[config.mk]
export PLATFORM = sky130hd
export DESIGN_NAME = mm4_front
export DESIGN_NICKNAME = d
export VERILOG_FILES = /design/src/rtl/mm4_pkg.sv /design/src/rtl/mm4_front.sv
export SDC_FILE = /design/constraint.sdc
export NUM_CORES = 1
export LEC_CHECK = 0
export BUFFER_PORTS_ARGS = -buffer_cell sky130_fd_sc_hd__buf_2
export CORE_ASPECT_RATIO = 1.2
export CORE_UTILIZATION = 29
export CTS_CLUSTER_DIAMETER = 40
export DETAILED_ROUTE_END_ITERATION = 8
export PLACE_DENSITY = 0.5
export RECOVER_POWER = 50
export SYNTH_ARGS = -nofsm -noshare
export SYNTH_HDL_FRONTEND = slang
export SYNTH_SLANG_ARGS = --single-unit
[constraint.sdc]
create_clock -name i_clk -period 4.9 [get_ports i_clk]
set_clock_uncertainty 0.15 [all_clocks]
set_input_delay 0.98 -clock i_clk [delete_from_list [all_inputs] [get_ports i_clk]]
set_output_delay 0.98 -clock i_clk [all_outputs]
set_load 0.03 [all_outputs]
[src/rtl/mm4_pkg.sv]
package mm4_pkg;

    // Element width and command queue depth defaults
    localparam int ELEM_WIDTH_DEF  = 32;
    localparam int QUEUE_DEPTH_DEF = 4;

    // Fraction bits after reset
    localparam logic [4:0] FRAC_BITS_RESET = 5'd16;

    // Request codes
    localparam logic [1:0] REQ_WRITE_A  = 2'd0;
    localparam logic [1:0] REQ_WRITE_B  = 2'd1;
    localparam logic [1:0] REQ_MULTIPLY = 2'd2;

    // Input word
    typedef struct packed {
        logic [1:0]         req_type;
        logic [3:0]         elem_index;
        logic signed [31:0] elem_value;
    } t_in_word;

    // Output word
    typedef struct packed {
        logic [3:0]         out_index;
        logic signed [31:0] out_value;
        logic               saturated;
        logic               last_out;
    } t_out_word;

    // Head of the command queue as seen by the execution side
    typedef struct packed {
        logic     valid;
        t_in_word cmd;
    } t_queue_head;

endpackage

[src/rtl/mm4_front.sv]
module mm4_front #(
    parameter int QUEUE_DEPTH = mm4_pkg::QUEUE_DEPTH_DEF
) (
    input  logic                  i_clk,
    input  logic                  i_rst_n,
    input  logic                  i_in_valid,
    output logic                  o_in_stall,
    input  mm4_pkg::t_in_word     i_in,
    output mm4_pkg::t_queue_head  o_head,
    input  logic                  i_pop
);

    localparam int PtrW = (QUEUE_DEPTH > 1) ? $clog2(QUEUE_DEPTH) : 1;
    localparam int CntW = $clog2(QUEUE_DEPTH + 1);
    localparam logic [PtrW-1:0] PtrLast = PtrW'(QUEUE_DEPTH - 1);
    localparam logic [CntW-1:0] CntFull = CntW'(QUEUE_DEPTH);

    mm4_pkg::t_in_word r_q [QUEUE_DEPTH];
    logic [PtrW-1:0]   r_wr;
    logic [PtrW-1:0]   r_rd;
    logic [CntW-1:0]   r_cnt;
    logic [PtrW-1:0]   n_wr;
    logic [PtrW-1:0]   n_rd;
    logic [CntW-1:0]   n_cnt;
    logic              accept;
    logic              push;
    logic              pop;

    // Take a word when not full; drop unused request codes
    assign o_in_stall = (r_cnt == CntFull);
    assign accept     = i_in_valid && !o_in_stall;
    assign push       = accept && (i_in.req_type == mm4_pkg::REQ_WRITE_A ||
                                   i_in.req_type == mm4_pkg::REQ_WRITE_B ||
                                   i_in.req_type == mm4_pkg::REQ_MULTIPLY);
    assign pop        = i_pop && (r_cnt != '0);

    // Present the oldest command
    assign o_head.valid = (r_cnt != '0);
    assign o_head.cmd   = r_q[r_rd];

    // Advance pointers and fill level
    always_comb begin
        n_wr  = r_wr;
        n_rd  = r_rd;
        n_cnt = r_cnt;
        if (push) begin
            n_wr = (r_wr == PtrLast) ? '0 : r_wr + 1'b1;
        end
        if (pop) begin
            n_rd = (r_rd == PtrLast) ? '0 : r_rd + 1'b1;
        end
        if (push && !pop) begin
            n_cnt = r_cnt + 1'b1;
        end else if (pop && !push) begin
            n_cnt = r_cnt - 1'b1;
        end
    end

    always_ff @(posedge i_clk) begin
        if (!i_rst_n) begin
            r_wr  <= '0;
            r_rd  <= '0;
            r_cnt <= '0;
        end else begin
            r_wr  <= n_wr;
            r_rd  <= n_rd;
            r_cnt <= n_cnt;
        end
    end

    // Store the command word
    always_ff @(posedge i_clk) begin
        if (push) begin
            r_q[r_wr] <= i_in;
        end
    end

endmodule

== Yosys cells after proc, flatten, opt, wreduce, memory -nomap -nowiden ==
Memory sizes are Yosys's and may differ from the RTL's. A register that Yosys moved wholly into a read port is not among the register bits.
Index checks and enable logic that the tools add are counted.

* Reduce and logical (&&, ||, !) cells: 13
* Mux-type cells: 8
* Add/sub/neg operators: 4
* Equality and inequality tests: 5

{| class="wikitable"
|+ Operators with widths
! cell !! number
|-
| $mux W2 || 4
|-
| $eq A2 B2 Y1 const B || 3
|-
| $mux W3 || 2
|-
| $logic_and A1 B1 Y1 || 5
|-
| $add A2 B1 Y2 const B || 2
|-
| $add A3 B1 Y3 const B || 1
|-
| $eq A3 B3 Y1 const B || 1
|-
| $logic_not A1 Y1 || 3
|-
| $reduce_bool A3 Y1 || 1
|-
| $sub A3 B1 Y3 const B || 1
|-
| $eq A2 B1 Y1 const B || 1
|-
| $logic_not A2 Y1 || 1
|-
| $logic_or A1 B1 Y1 || 2
|-
| $mux W1 || 2
|-
| $reduce_bool A2 Y1 || 1
|}

* Output and inout bits: 40
* Bits of input ports: 42
* RAM bits: 152
* Bits in registers: 7
* Logic and storage cells: 34
* Memories kept: 1

{| class="wikitable"
|+ Memories
! name !! words !! width !! rd ports !! clocked after Yosys merged registers in !! wr ports !! RTL line !! text
|-
| r_q || 4 || 38 || 1 || 1 || 1 || mm4_front.sv:18 || <nowiki>mm4_pkg::t_in_word r_q [QUEUE_DEPTH];</nowiki>
|}

== Logic depth before layout (Yosys ltp) ==
* Depth after elaboration: 8
* Depth in mapped cells: 8

== Worst setup path before layout ==
No wires, ideal clock.

* Path kind: input -> register
* Start point: input i_in[36] (netlist bit)
* End point: memory r_q[3][0] (netlist bit) (enable)
* Slack: 2052 ps
* Arrival time: 2299 ps
* Data required time: 4351 ps
* Stages on the path: 2
* Buffers on the path: 0
* Path through: a211oi_4 and2_1

* Cells in the longest elaborated chain, start to end: 6
* Elaborated cells between the ends (all ways): 8

{| class="wikitable"
|+ RTL lines
! element !! RTL line !! text
|-
| from (decl) || mm4_front.sv:8 || <nowiki>input mm4_pkg::t_in_word i_in,</nowiki>
|-
| $eq A2 B1 Y1 or $logic_not A2 Y1 (tied branches) || mm4_front.sv:33, mm4_front.sv:32 ||
|-
| $logic_or A1 B1 Y1 || mm4_front.sv:32 || <nowiki>assign push = accept && (i_in.req_type == mm4_pkg::REQ_WRITE_A ||</nowiki>
|-
| $logic_or A1 B1 Y1 (*) || mm4_front.sv:33 || <nowiki>i_in.req_type == mm4_pkg::REQ_WRITE_B ||</nowiki>
|-
| $logic_and A1 B1 Y1 (*) || mm4_front.sv:32 ||
|-
| $mux W1 (*) || mm4_front.sv:73 || <nowiki>if (push) begin</nowiki>
|-
| $mux W1 (not written as such) (*) || mm4_front.sv:74 || <nowiki>r_q[r_wr] <= i_in;</nowiki>
|-
| to (decl) || mm4_front.sv:18 ||
|}

Mark *: on every way between the ends. The rest lies on a longest branch, timed or not.

== Final worst setup path ==
* Start point: input i_in[36] (netlist bit)
* End point: memory r_q[3][30] (netlist bit) (enable)

* Cells in the longest elaborated chain, start to end: 6
* Elaborated cells between the ends (all ways): 8

{| class="wikitable"
|+ RTL lines
! element !! RTL line !! text
|-
| $eq A2 B1 Y1 or $logic_not A2 Y1 (tied branches) || mm4_front.sv:33, mm4_front.sv:32 ||
|-
| $logic_or A1 B1 Y1 || mm4_front.sv:32 ||
|-
| $logic_or A1 B1 Y1 (*) || mm4_front.sv:33 ||
|-
| $logic_and A1 B1 Y1 (*) || mm4_front.sv:32 ||
|-
| named net push || mm4_front.sv:26 || <nowiki>logic push;</nowiki>
|-
| $mux W1 (*) || mm4_front.sv:73 ||
|-
| $mux W1 (not written as such) (*) || mm4_front.sv:74 ||
|}

The timed path passes the listed nets; every way through them passes the cells marked *.

==> results.toml <==
[yosys]
syn_area_per_cell_um2 = 24.1
synth-warning-count = 0
synthArstFlopShare = 0
synth-seq-area-share = 0.792
synthCells = 249
synth.most_common_cell = "edfxtp_1"
synth_edf_count = 152
synth-seq-cells = 161
synth_top_area_frac = 0.762
synth_area_mm2 = 0.00599
synth_top_cell_by_area = "edfxtp_1"
synth_commonest_cells = "152 x edfxtp_1, 38 x mux4_2, 9 x dfxtp_1"
synth_nets = 298
synthTopCellsByArea = "edfxtp_1 76%, mux4_2 14%, dfxtp_1 3.0%"
ys.flop_type = "edfxtp_1"
synth_cell_types = 25

[critical_path]
rrSetupSlack_ns = 1.46
crit_type = "input pin to flop"
worstRegToRegCells = 3
worst_ep_arrival_time_ns = 3.48
critPathCaptureType = "flop"
crit_path_start_kind = "input pin"
worstPathRequired_ns = 4.75
reg2reg_from = "r_cnt[0]"
crit_fanout = 38
reg2reg_to = "r_q[3][30]"

[detailed_routing]
postRouteAntennaNets = 0
wl_um = 11200
viasPerCell = 4.43
firstDrtPassIters = 4
vias = 2738
wl_per_cell_um = 18.2
drtIter0Drc = 195
drcViolationCount = 0

[floorplan]
io_pins = 82
start_util = 0.296
dieArea_mm2 = 0.0212
placementRows = 57
die_h_um = 159
die_w_um = 133
fp.coreArea_mm2 = 0.0203

[global_routing]
grt_overflow_total = 0
antenna_found_initial = 0
grt_usage = 0.113
grt_first_pass_wirelength_um = 17200
grt_pass1_vias = 3030
grt_max_degree = 39

[timing]
max_freq_ghz = 0.275
setup_viol = 0
slew_headroom = -0.320
rsz0062_at_grt = "no"
drv_slew = 39
hold_viol = 0
tns_ns = 0
tightest_slew_ns = 1.98
min_period_ns = 3.63
period_share = 0.741

[cts]
root_buffer = "clkbuf_16"
cts_tree = "yes"
clock_sinks = 161
clk_latency_ns = 0.42
ctsHoldBuffers = 0
clk_pin_slew_worst_paths_ns = 0.06
cts_buffers = 17
h-tree-depth = 4
cts_max_path_buffers = 2
ctsResizeCount = 0
cts_setup_buffers = 0

[finish]
final-seq-area_mm2 = 0.00475
drive_above_1_share = 0.326
finalNetCount = 389
n_antenna_cell = 0
multi_input_area_mm2 = 0.00114
syn2layout_area_growth_pct = 19.3
fillCellCount = 1930

[min_path]
whs_path_depth = 2
hp-class = "flop to flop"
min_from = "r_wr[1]"
hold_path_end = "r_wr[1]"

[flow_run]
maxCapViolations = 1

[place]
dpl.hpwl_um = 6700
port_buffers = 81
gp_congestion = 0.645

[run_status]
violations = "max-capacitance violations, max-slew violations"
status = "complete, but fails checks"

[power]
power.density_mw_per_mm2 = 533
power_mw = 3.81
ir_drop_uv = 345
p_leak_nw = 2.28
[state kept, by name, indices dropped and copies added (netlist names), named ones only]
| signal | count |
|---|---|
| r_wr | 2 |
| r_q | 152 |
| r_cnt | 3 |
| r_rd | 2 |
[critical path, cell delays in order]
cell      delay (ns)
clkbuf_1        0.13
a211oi_1        0.77
and2_1          1.58
[metrics by stage]
stage	hold WS (ns)	worst slack (ns)	instances	instance area (um2)	util
finish	0.343	1.27	618	7150	0.353
global route	0.382	0.956	618	7150	0.353
CTS	0.350	1.50	618	7210	0.356
detailed placement	0.341	1.80	586	6660	0.329
global placement	0.336	1.83	586	6660	0.329
floorplan	0.318	2.05	249	5990	-
[worst max-delay path by stage]
stage,startpoint,cells after the start,slack (ns),to
after global placement,i_in[36],3,1.83,r_q[3][23]
final,i_in[36],3,1.27,r_q[3][30]
after global routing,i_in[36],3,0.96,r_q[3][22]
after CTS,flop,2,1.50,o_head[0]
after floorplan,i_in[36],2,2.05,r_q[3][0]
after detailed placement,i_in[36],3,1.80,r_q[1][23]
[cell usage in the layout, fill, tap and decap left out, types with 2 or more instances in the layout]
| cell type | netlist | routed |
|---|---|---|
| mux4_2 | 38 | 38 |
| clkinvlp_4 | 0 | 4 |
| or3_1 | 2 | 2 |
| nor2_1 | 2 | 2 |
| nand2_1 | 6 | 6 |
| clkbuf_8 | 0 | 3 |
| buf_2 | 3 | 41 |
| o21ai_0 | 3 | 3 |
| clkinv_2 | 0 | 5 |
| clkbuf_1 | 2 | 42 |
| ha_1 | 6 | 6 |
| clkbuf_16 | 0 | 18 |
| edfxtp_1 | 152 | 152 |
| mux2i_1 | 3 | 3 |
| inv_1 | 4 | 4 |
| dfxtp_1 | 9 | 7 |
| and2_2 | 0 | 3 |
| nand3_1 | 2 | 2 |
[power breakdown]
| group | leakage (nW) | internal (mW) | switching (mW) |
|---|---|---|---|
| logic | 0.552 | 0.334 | 0.497 |
| registers | 1.46 | 1.63 | 0.133 |
| clock network | 0.266 | 0.713 | 0.499 |
[cells by family (layout without fill, tap and decap cells)]
family / Yosys count / count (layout) / synth area share
AO/OA/AOI/OAI: 6 / 6 / 0.00835
XOR/XNOR: 2 / 2 / 0.00292
adder cells (fa/ha/maj): 7 / 7 / 0.0159
buffers and inverters: 13 / 117 / 0.0161
flip-flops: 161 / 161 / 0.792
multiplexers: 41 / 41 / 0.148
AND/OR/NAND/NOR: 19 / 19 / 0.0171
[final cells by class]
cell class / instances / area share
repair buffers: 81 / 0.0497
clock buffers: 23 / 0.0698
inverters: 4 / 0.00210
clock inverters: 9 / 0.00770
flip-flops and latches: 161 / 0.664
well taps: 265 / 0.0464
multi-input cells: 75 / 0.160
[metal layers]
metal / up-vias / global-route usage / wire length, um
met5: - / 0 / 0
met4: 0 / 0.0480 / 189
met3: 17 / 0.0337 / 473
met2: 71 / 0.192 / 5830
met1: 1432 / 0.132 / 4720
li1: 1218 / - / -
Power figures use the tool's default switching activity.
