**src/rtl/mm4_pkg.sv**
```systemverilog
package mm4_pkg;

    // Element width and command queue depth defaults
    localparam int ELEM_WIDTH_DEF  = 32;
    localparam int QUEUE_DEPTH_DEF = 4;

    // Fraction bits after reset
    localparam logic [4:0] FRAC_BITS_RESET = 5'd16;

    // Request codes
    localparam logic [1:0] REQ_WRITE_A  = 2'd0;
    localparam logic [1:0] REQ_WRITE_B  = 2'd1;
    localparam logic [1:0] REQ_MULTIPLY = 2'd2;

    // Input word
    typedef struct packed {
        logic [1:0]         req_type;
        logic [3:0]         elem_index;
        logic signed [31:0] elem_value;
    } t_in_word;

    // Output word
    typedef struct packed {
        logic [3:0]         out_index;
        logic signed [31:0] out_value;
        logic               saturated;
        logic               last_out;
    } t_out_word;

    // Head of the command queue as seen by the execution side
    typedef struct packed {
        logic     valid;
        t_in_word cmd;
    } t_queue_head;

endpackage

```
**src/rtl/mm4_back.sv**
```systemverilog
module mm4_back #(
    parameter int ELEM_WIDTH = mm4_pkg::ELEM_WIDTH_DEF
) (
    input  logic                  i_clk,
    input  logic                  i_rst_n,
    input  mm4_pkg::t_queue_head  i_head,
    output logic                  o_pop,
    input  logic [4:0]            i_frac_bits,
    output logic                  o_out_valid,
    input  logic                  i_out_stall,
    output mm4_pkg::t_out_word    o_out
);

    localparam int ProdW = 2 * ELEM_WIDTH;
    localparam int AccW  = 2 * ELEM_WIDTH + 2;
    localparam logic signed [AccW-1:0] MaxVal =
        {{(AccW - ELEM_WIDTH + 1){1'b0}}, {(ELEM_WIDTH - 1){1'b1}}};
    localparam logic signed [AccW-1:0] MinVal =
        {{(AccW - ELEM_WIDTH + 1){1'b1}}, {(ELEM_WIDTH - 1){1'b0}}};

    logic [ELEM_WIDTH-1:0]        r_a [16];
    logic [ELEM_WIDTH-1:0]        r_b [16];
    logic                         r_busy;
    logic [5:0]                   r_cnt;
    logic                         r_s1_v;
    logic [5:0]                   r_s1_tag;
    logic signed [ELEM_WIDTH-1:0] r_opa;
    logic signed [ELEM_WIDTH-1:0] r_opb;
    logic                         r_s2_v;
    logic [5:0]                   r_s2_tag;
    logic signed [ProdW-1:0]      r_prod;
    logic                         r_s3_v;
    logic [3:0]                   r_s3_e;
    logic signed [AccW-1:0]       r_acc;
    logic                         r_s4_v;
    logic [3:0]                   r_s4_e;
    logic signed [AccW-1:0]       r_shf;
    logic                         r_out_valid;
    mm4_pkg::t_out_word           r_out;
    mm4_pkg::t_out_word           n_out;
    logic signed [ELEM_WIDTH-1:0] sat_val;
    logic                         en;
    logic                         wr_a;
    logic                         wr_b;
    logic                         start;
    logic                         issue;
    logic [3:0]                   a_idx;
    logic [3:0]                   b_idx;

    // Whole pipeline holds while the output word waits
    assign en = !(r_out_valid && i_out_stall);

    // Execute queued commands; a multiply blocks the queue until all reads issue
    assign o_pop = i_head.valid && !r_busy;
    assign wr_a  = o_pop && (i_head.cmd.req_type == mm4_pkg::REQ_WRITE_A);
    assign wr_b  = o_pop && (i_head.cmd.req_type == mm4_pkg::REQ_WRITE_B);
    assign start = o_pop && (i_head.cmd.req_type == mm4_pkg::REQ_MULTIPLY);
    assign issue = r_busy && en;

    // Element e = r_cnt[5:2] (row r_cnt[5:4], column r_cnt[3:2]), term k = r_cnt[1:0]
    assign b_idx = {r_cnt[5:4], r_cnt[1:0]};
    assign a_idx = {r_cnt[1:0], r_cnt[3:2]};

    // Element stores, cleared at reset
    always_ff @(posedge i_clk) begin
        if (!i_rst_n) begin
            for (int i = 0; i < 16; i++) begin
                r_a[i] <= '0;
                r_b[i] <= '0;
            end
        end else begin
            if (wr_a) begin
                r_a[i_head.cmd.elem_index] <= i_head.cmd.elem_value[ELEM_WIDTH-1:0];
            end
            if (wr_b) begin
                r_b[i_head.cmd.elem_index] <= i_head.cmd.elem_value[ELEM_WIDTH-1:0];
            end
        end
    end

    // Step through 16 elements times 4 terms
    always_ff @(posedge i_clk) begin
        if (!i_rst_n) begin
            r_busy <= 1'b0;
            r_cnt  <= '0;
        end else if (start) begin
            r_busy <= 1'b1;
            r_cnt  <= '0;
        end else if (issue) begin
            r_cnt <= r_cnt + 1'b1;
            if (r_cnt == 6'd63) begin
                r_busy <= 1'b0;
            end
        end
    end

    // Stage valid bits
    always_ff @(posedge i_clk) begin
        if (!i_rst_n) begin
            r_s1_v      <= 1'b0;
            r_s2_v      <= 1'b0;
            r_s3_v      <= 1'b0;
            r_s4_v      <= 1'b0;
            r_out_valid <= 1'b0;
        end else if (en) begin
            r_s1_v      <= issue;
            r_s2_v      <= r_s1_v;
            r_s3_v      <= r_s2_v && (r_s2_tag[1:0] == 2'd3);
            r_s4_v      <= r_s3_v;
            r_out_valid <= r_s4_v;
        end
    end

    // Read operands, multiply, accumulate, scale, saturate
    always_ff @(posedge i_clk) begin
        if (issue) begin
            r_opa    <= r_a[a_idx];
            r_opb    <= r_b[b_idx];
            r_s1_tag <= r_cnt;
        end
        if (en && r_s1_v) begin
            r_prod   <= r_opb * r_opa;
            r_s2_tag <= r_s1_tag;
        end
        if (en && r_s2_v) begin
            if (r_s2_tag[1:0] == 2'd0) begin
                r_acc <= AccW'(r_prod);
            end else begin
                r_acc <= r_acc + AccW'(r_prod);
            end
            r_s3_e <= r_s2_tag[5:2];
        end
        if (en && r_s3_v) begin
            r_shf  <= r_acc >>> i_frac_bits;
            r_s4_e <= r_s3_e;
        end
        if (en && r_s4_v) begin
            r_out <= n_out;
        end
    end

    // Clip the scaled sum to the element range
    always_comb begin
        n_out           = '0;
        n_out.out_index = r_s4_e;
        n_out.last_out  = (r_s4_e == 4'd15);
        if (r_shf > MaxVal) begin
            sat_val         = MaxVal[ELEM_WIDTH-1:0];
            n_out.saturated = 1'b1;
        end else if (r_shf < MinVal) begin
            sat_val         = MinVal[ELEM_WIDTH-1:0];
            n_out.saturated = 1'b1;
        end else begin
            sat_val         = r_shf[ELEM_WIDTH-1:0];
            n_out.saturated = 1'b0;
        end
        n_out.out_value = 32'(sat_val);
    end

    assign o_out_valid = r_out_valid;
    assign o_out       = r_out;

    // The sequencer leaves busy only after its last read
    a_busy_end: assert property (@(posedge i_clk) disable iff (!i_rst_n)
        $fell(r_busy) && $past(i_rst_n) |-> $past(r_cnt) == 6'd63)
        else $error("sequencer stopped early");

    // Stores are not written while a multiply still reads them
    a_no_wr_busy: assert property (@(posedge i_clk) disable iff (!i_rst_n)
        (wr_a || wr_b) |-> !r_busy)
        else $error("store written during multiply");

    // A clipped word carries a range bound
    a_sat_bound: assert property (@(posedge i_clk) disable iff (!i_rst_n)
        o_out_valid && o_out.saturated |->
            o_out.out_value == 32'($signed(MaxVal[ELEM_WIDTH-1:0])) ||
            o_out.out_value == 32'($signed(MinVal[ELEM_WIDTH-1:0])))
        else $error("saturated word not at bound");

    // Words of one product leave in row-major order
    a_index_order: assert property (@(posedge i_clk) disable iff (!i_rst_n)
        o_out_valid && !i_out_stall && !o_out.last_out |=>
            !o_out_valid || o_out.out_index == $past(o_out.out_index) + 4'd1)
        else $error("product element out of order");

endmodule

```
**config.mk**
```make
export PLATFORM = sky130hd
export DESIGN_NAME = mm4_back
export DESIGN_NICKNAME = d
export VERILOG_FILES = /design/src/rtl/mm4_pkg.sv /design/src/rtl/mm4_back.sv
export SDC_FILE = /design/constraint.sdc
export NUM_CORES = 2
export LEC_CHECK = 0
export ABC_AREA = 1
export ABC_CLOCK_PERIOD_IN_PS = 9000
export BUFFER_PORTS_ARGS = -buffer_cell sky130_fd_sc_hd__buf_2
export CAP_MARGIN = 40
export CORE_MARGIN = 10
export CORE_UTILIZATION = 55
export CTS_BUF_LIST = sky130_fd_sc_hd__clkbuf_8
export DETAILED_ROUTE_END_ITERATION = 12
export PLACE_DENSITY = 0.75
export SLEW_MARGIN = 20
export SYNTH_ARGS = -nofsm -noshare
export SYNTH_HDL_FRONTEND = slang
export SYNTH_SLANG_ARGS = --single-unit
```
**constraint.sdc**
```tcl
create_clock -name i_clk -period 9 [get_ports i_clk]
set_input_delay 0.45 -clock i_clk [delete_from_list [all_inputs] [get_ports i_clk]]
set_output_delay 0.45 -clock i_clk [all_outputs]
set_load 0.02 [all_outputs]
```
; ---- Word-level counts from Yosys, hierarchy flattened
; Memory sizes are Yosys's and may differ from the RTL's. A register that Yosys moved wholly into a read port is not among the register bits.
; Cells that the tools add are included.
[totals]
mem_count = 2
regBits = 266
inputBits = 47
output_inout_bits = 40
ram_bits = 1024
romBits = 0
elab_cells = 72
latch_bits = 0
[memory_table]
columns = memory, words, width, read_ports, rd_clocked_by_memory_dff, write_ports, line
row1 = r_a, 16, 32, 1, 1, 16, mm4_back.sv:21  ; logic [ELEM_WIDTH-1:0] r_a [16];
row2 = r_b, 16, 32, 1, 1, 16, mm4_back.sv:22  ; logic [ELEM_WIDTH-1:0] r_b [16];
[op_classes]
muxes = 19
n_addsub = 2
bitwise = 1
n_reduce_logical = 21
n_lt_le_gt_ge = 2
n_shift = 1
div = 0
multipliers = 1
n_eq_ne = 5
[op_table]
columns = operator, count
row1 = 32-bit two-way mux, 3
row2 = 66-bit by 64-bit adder with 66-bit output, 1
row3 = "66-bit by 32-bit > comparator with 1-bit output, second input constant", 1
row4 = "66-bit by 32-bit < comparator with 1-bit output, second input constant", 1
row5 = 66-bit two-way mux, 1
row6 = 66-bit by 5-bit >>> shifter with 66-bit output, 1
row7 = 32-bit by 32-bit multiplier with 64-bit output, 1
row8 = 32-bit OR reduction, 2
row9 = 1-bit two-way mux, 13
row10 = 1-bit logical AND, 11
row11 = 4-bit two-way mux, 2
row12 = "6-bit by 1-bit adder with 6-bit output, second input constant", 1
row13 = "6-bit equality test, second input constant", 1
row14 = "2-bit equality test, second input constant", 2
row15 = "4-bit equality test, second input constant", 1
row16 = 2-bit zero test, 2
row17 = 2-bit nonzero test, 2
row18 = "2-bit by 1-bit equality test with 1-bit output, second input constant", 1
row19 = 1-bit zero test, 2
row20 = 2-bit AND reduction, 1
row21 = 2-bit OR reduction, 1
row22 = 1-bit inverter, 1

; ---- Longest topological paths before layout
[logic_depth]
depth_word = 8
depth_mapped = 32
ltp_nobuf = 31

; ---- Worst setup path before layout
; OpenSTA, ideal clock, no wires.
[synth_path]
kind = register to register
startpoint = reg r_opb[31], read port of r_b
endpoint = reg r_prod[62] (data pin)
required_time_ns = 8.748
stages_incl_launch_ff = 26
synth_period_minus_slack_ns = 7.309
arrival_time_ns = 7.057
n_path_buf = 1
slack_ns = 1.691
setup_ns = 0.252
cell_sequence = edfxtp_1 clkbuf_1 nand2_1 inv_1 fa_1 fa_1 fa_1 fa_1 inv_1 fa_1 inv_1 fa_1 inv_1 fa_1 inv_1 fa_1 ha_1 nand2_1 nor2_1 inv_1 nor2_1 inv_1 nor4_1 nand2_1 nand3_1 nand2_1
[synth_via]
elab_chain_len = 1
[synth_lines]
columns = item, line
row1 = from (decl), mm4_back.sv:28  ; logic signed [ELEM_WIDTH-1:0] r_opb;
row2 = 32-bit by 32-bit multiplier with 64-bit output, mm4_back.sv:122  ; r_prod <= r_opb * r_opa;
row3 = to (signal assigned), mm4_back.sv:122
row4 = to (decl), mm4_back.sv:31  ; logic signed [ProdW-1:0] r_prod;
; Every way passes these cells.
; A chain may end at the register's enable or synchronous reset.

; ---- Final worst setup path
[layout_path]
startpoint = reg r_opa[17], read port of r_a
endpoint = reg r_prod[60] (data pin)
[layout_via]
elab_chain_len = 1
[layout_lines]
columns = item, line
row1 = from (decl), mm4_back.sv:27  ; logic signed [ELEM_WIDTH-1:0] r_opa;
row2 = 32-bit by 32-bit multiplier with 64-bit output, mm4_back.sv:122
; Every way passes these cells.

==> run_results.csv <==
group,metric,value,unit
run_status,outcome,"complete, no violations",
sta,final_hold_viol_count,0,
grt,grt-ovfl-total,0,
sta,fmax,125.5,MHz
critical_path,crit_arrival,8650,ps
clocking,clock-sinks,1354,
clocking,post_cts_resized,0,
clocking,tritoncts,"done",
grt,grt_max_degree,126,
synth,ys_async_sr_fraction,0,%
sta,setup_ws,1030,ps
synth,netlist_instances,11220,
clocking,numCtsBuffers,218,
critical_path,crit_fanout,18,
sta,rsz0062_at_grt,"no",
placed_design,pre_cts_slack,961.2,ps
sta,finalClockSkew,96.36,ps
clocking,clock_latency,1010,ps
routing,ant_nets,0,
sta,finalCritPeriodShare,88.55,%
routing,wl_met2,142500,um
routing,wire_per_inst,22.04,um
floorplanning,die_h,449.3,um
routing,routed-wl-met3,32330,um
critical_path,cpPeakStageDelay,880,ps
clocking,path_clk_slew,70,ps
synth,synth-compound-area-share,7.683,%
sta,worst_slew_pin_slew,921.3,ps
floorplanning,die_w,449.3,um
routing,wl,304200,um
sta,tns,0,ps
grt,grt_usage,29.72,%
critical_path,crit_required,9680,ps
synth,synthAdderAreaFrac,24.48,%
synth,synth_mux_area_share,0.2765,%
grt,grt_pass1_wl,467700,um
synth,synth_cell_types,46,
synth,syn_area,0.1014,mm2
placed_design,dpl.hpwl,219000,um
flow_run,cap_violations,0,
floorplanning,core,0.1831,mm2
synth,synth-xor-area-share,0.6308,%
critical_path,end_kind,"flop",
routing,highest_layer,"met5",
synth,postSynthAreaPerCell,9.034,um2
sta,setup_viol,0,
floorplanning,num_rows,157,
floorplanning,dieArea,0.2019,mm2
grt,grt_pass1_vias,80650,
critical_path,crit_top_cell,"fa_1",
synth,synth_edf_count,1342,
synth,syn_nets,12600,
sta,slew_violations,0,
critical_path,startpoint_type,"flop",
routing,dr_total_vias,79440,
floorplanning,initial_utilization,55.36,%
placed_design,gp_congestion,1.014,
synth,ys_ff_latch,1354,
synth,synth-seq-area-share,40.00,%
routing,drc_errors,0,
synth,synth_ff_type,"edfxtp_1",
sta,slew_headroom,38.58,%
synth,synth_warnings,0,
routing,dr.first_iter.drc_count,9246,
finish,layout-drive-gt1-share,5.931,%
routing,drt_pre_antenna_iters,6,
critical_path,slowest_stage,"edfxtp_1",
grt,antenna_found_initial,10,
clocking,root_buffer,"clkbuf_8",
routing,via_per_inst,5.755,
finish,finalNetCount,12530,
critical_path,cp_cell_sequence,"buf_4 -> nand2_1 -> fa_1 -> fa_1 -> inv_1 -> fa_1 -> inv_1 -> fa_1 -> inv_1 -> fa_1 -> fa_1 -> fa_1 -> fa_1 -> ha_1 -> nand2_1 -> nor2_1 -> inv_1 -> nor2_1 -> inv_1 -> o211ai_1 -> nand2_1 -> nand3_1 -> nand2_1",
clocking,clockBufferDepth,3,
clocking,htreeDepth,4,
finish,syn2layout_area_growth,7.766,%
critical_path,critPathKind,"flop to flop",
synth,synth-simple-area-share,17.52,%
sta,min_period,7970,ps
hold_path,hold_path_class,"input port to flop",
placed_design,io_buffers,86,
synth,synth_top_family_by_area,"adder cells",
routing,met1_length,111500,um
floorplanning,num_io_pins,87,
## synthesized netlist by cell type, types with 2 or more instances
library cell / n / share of area [%]
nand2_1: 2270 / 8.4
inv_1: 1870 / 6.9
nor2_1: 1763 / 6.5
edfxtp_1: 1342 / 40
fa_1: 1083 / 21
o21ai_0: 804 / 4.0
clkbuf_1: 625 / 2.3
nand3_1: 356 / 1.8
ha_1: 250 / 3.1
a21oi_1: 202 / 1.0
o22ai_1: 78 / 0.48
a22oi_1: 66 / 0.49
a221oi_1: 63 / 0.54
o221ai_1: 50 / 0.43
nand4_1: 47 / 0.29
xor2_1: 43 / 0.37
o21bai_1: 30 / 0.22
xnor2_1: 30 / 0.26
buf_1: 28 / 0.10
mux2i_1: 28 / 0.28
or2_2: 22 / 0.14
a31oi_1: 21 / 0.13
o211ai_1: 21 / 0.16
nand3b_1: 20 / 0.15
nor3_1: 20 / 0.099
o21a_1: 14 / 0.10
nor4_1: 13 / 0.080
dfxtp_1: 12 / 0.24
buf_2: 9 / 0.044
a21o_1: 7 / 0.052
inv_2: 5 / 0.019
a21boi_0: 4 / 0.030
o21ai_1: 4 / 0.020
clkinv_1: 3 / 0.011
a211oi_1: 2 / 0.015
and2_1: 2 / 0.012
and3_1: 2 / 0.012
nor4_2: 2 / 0.025
## logic make-up (layout without fill, tap and decap cells)
family,after synthesis,in the layout
adders and majority gates,1333,1333
muxes,28,28
xor gates and xnor gates,73,73
other,0,10
AOI/OAI and AO/OA,1371,1371
buffers and inverters,2540,2651
and+or+nand+nor,4520,4520
DFF,1354,1354
## path summary, 6_finish.rpt
| path | startpoint | to | slack [ps] | depth (start not counted) |
|---|---|---|---|---|
| setup / recovery | r_opa[17] | r_prod[60] | 1030 | 23 |
| hold / removal | i_head[1] | r_b[5][1] | 80 | 4 |
| setup reg to reg | r_opa[17] | r_prod[60] | 1030 | 23 |
| hold reg to reg | r_s1_tag[0] | r_s2_tag[0] | 420 | 0 |
## routing by layer
metal	vias up	global-route usage, %
met5	-	0
met1	38840	37.79
met2	4556	48.15
met3	790	6.091
li1	35260	-
met4	2	15.42
## placed cells by master (no fill, tap or decap), types with 21 or more instances in the layout
master and n:
o211ai_1 21, xor2_1 43, a22oi_1 66, clkinv_1 61
o21ai_0 804, nand4_1 47, nand3_1 356, buf_8 21
nor2_1 1757, o22ai_1 78, nand2_1 2270, a21oi_1 202
o21bai_1 30, o221ai_1 50, buf_2 88, clkbuf_8 219
ha_1 250, xnor2_1 30, inv_1 1940, clkinv_2 21
buf_4 236, edfxtp_1 1342, a31oi_1 21, fa_1 1083
a221oi_1 63, mux2i_1 28, or2_2 22
## worst max-delay path, delay by kind of cell, from the launching register on
family / cells / cell delay, ps
fa+ha+maj: 9 / 4470
buf+inv: 6 / 770
simple gates: 7 / 900
compound gates: 1 / 600
flops: 1 / 880
## registers in the layout (all words and copies together), names as in the netlist
register     cells
r_prod          64
r_a            512
r_s4_e           4
r_s4_v           1
r_opa           32
r_busy           1
r_s2_v           1
r_s3_e           4
r_s1_v           1
o_out           38
r_acc           66
r_s1_tag         6
o_out_valid      1
r_b            512
r_shf           66
r_cnt            6
r_s2_tag         6
r_opb           32
r_s3_v           1
## layout make-up
| cell class | instances | area, um2 |
|---|---|---|
| antenna | 10 | 25.02 |
| clock buffer | 219 | 3014 |
| clock inverter | 180 | 1144 |
| fill | 15440 | 73850 |
| inverter | 1878 | 7066 |
| multi-input combinational | 7325 | 51330 |
| sequential | 1354 | 40550 |
| tap | 2464 | 3083 |
| timing repair buffer | 374 | 3017 |
## metrics by stage
step | utilization [%] | hold slack (ps) | area, um2 | cells
2_1_floorplan | - | 400.3 | 101400 | 11220
6_report | 59.66 | 76.92 | 109200 | 13800
5_1_grt | 59.65 | 64.36 | 109200 | 13800
3_5_place_dp | 57.20 | 404.5 | 104700 | 13370
3_3_place_gp | 56.95 | 402.1 | 104300 | 13350
4_1_cts | 59.54 | 0.8642 | 109000 | 13780
## what timing repair did
item | CTS | global route
hold endpoints to repair | 48 | 0
setup endpoints to repair | 0 | 0
buffers inserted | 0 | 0
hold buffers | 12 | 0
Power is left out: the tool's default activity adds up to more than one toggle a clock period on the data nets, which glitch-free logic cannot reach.
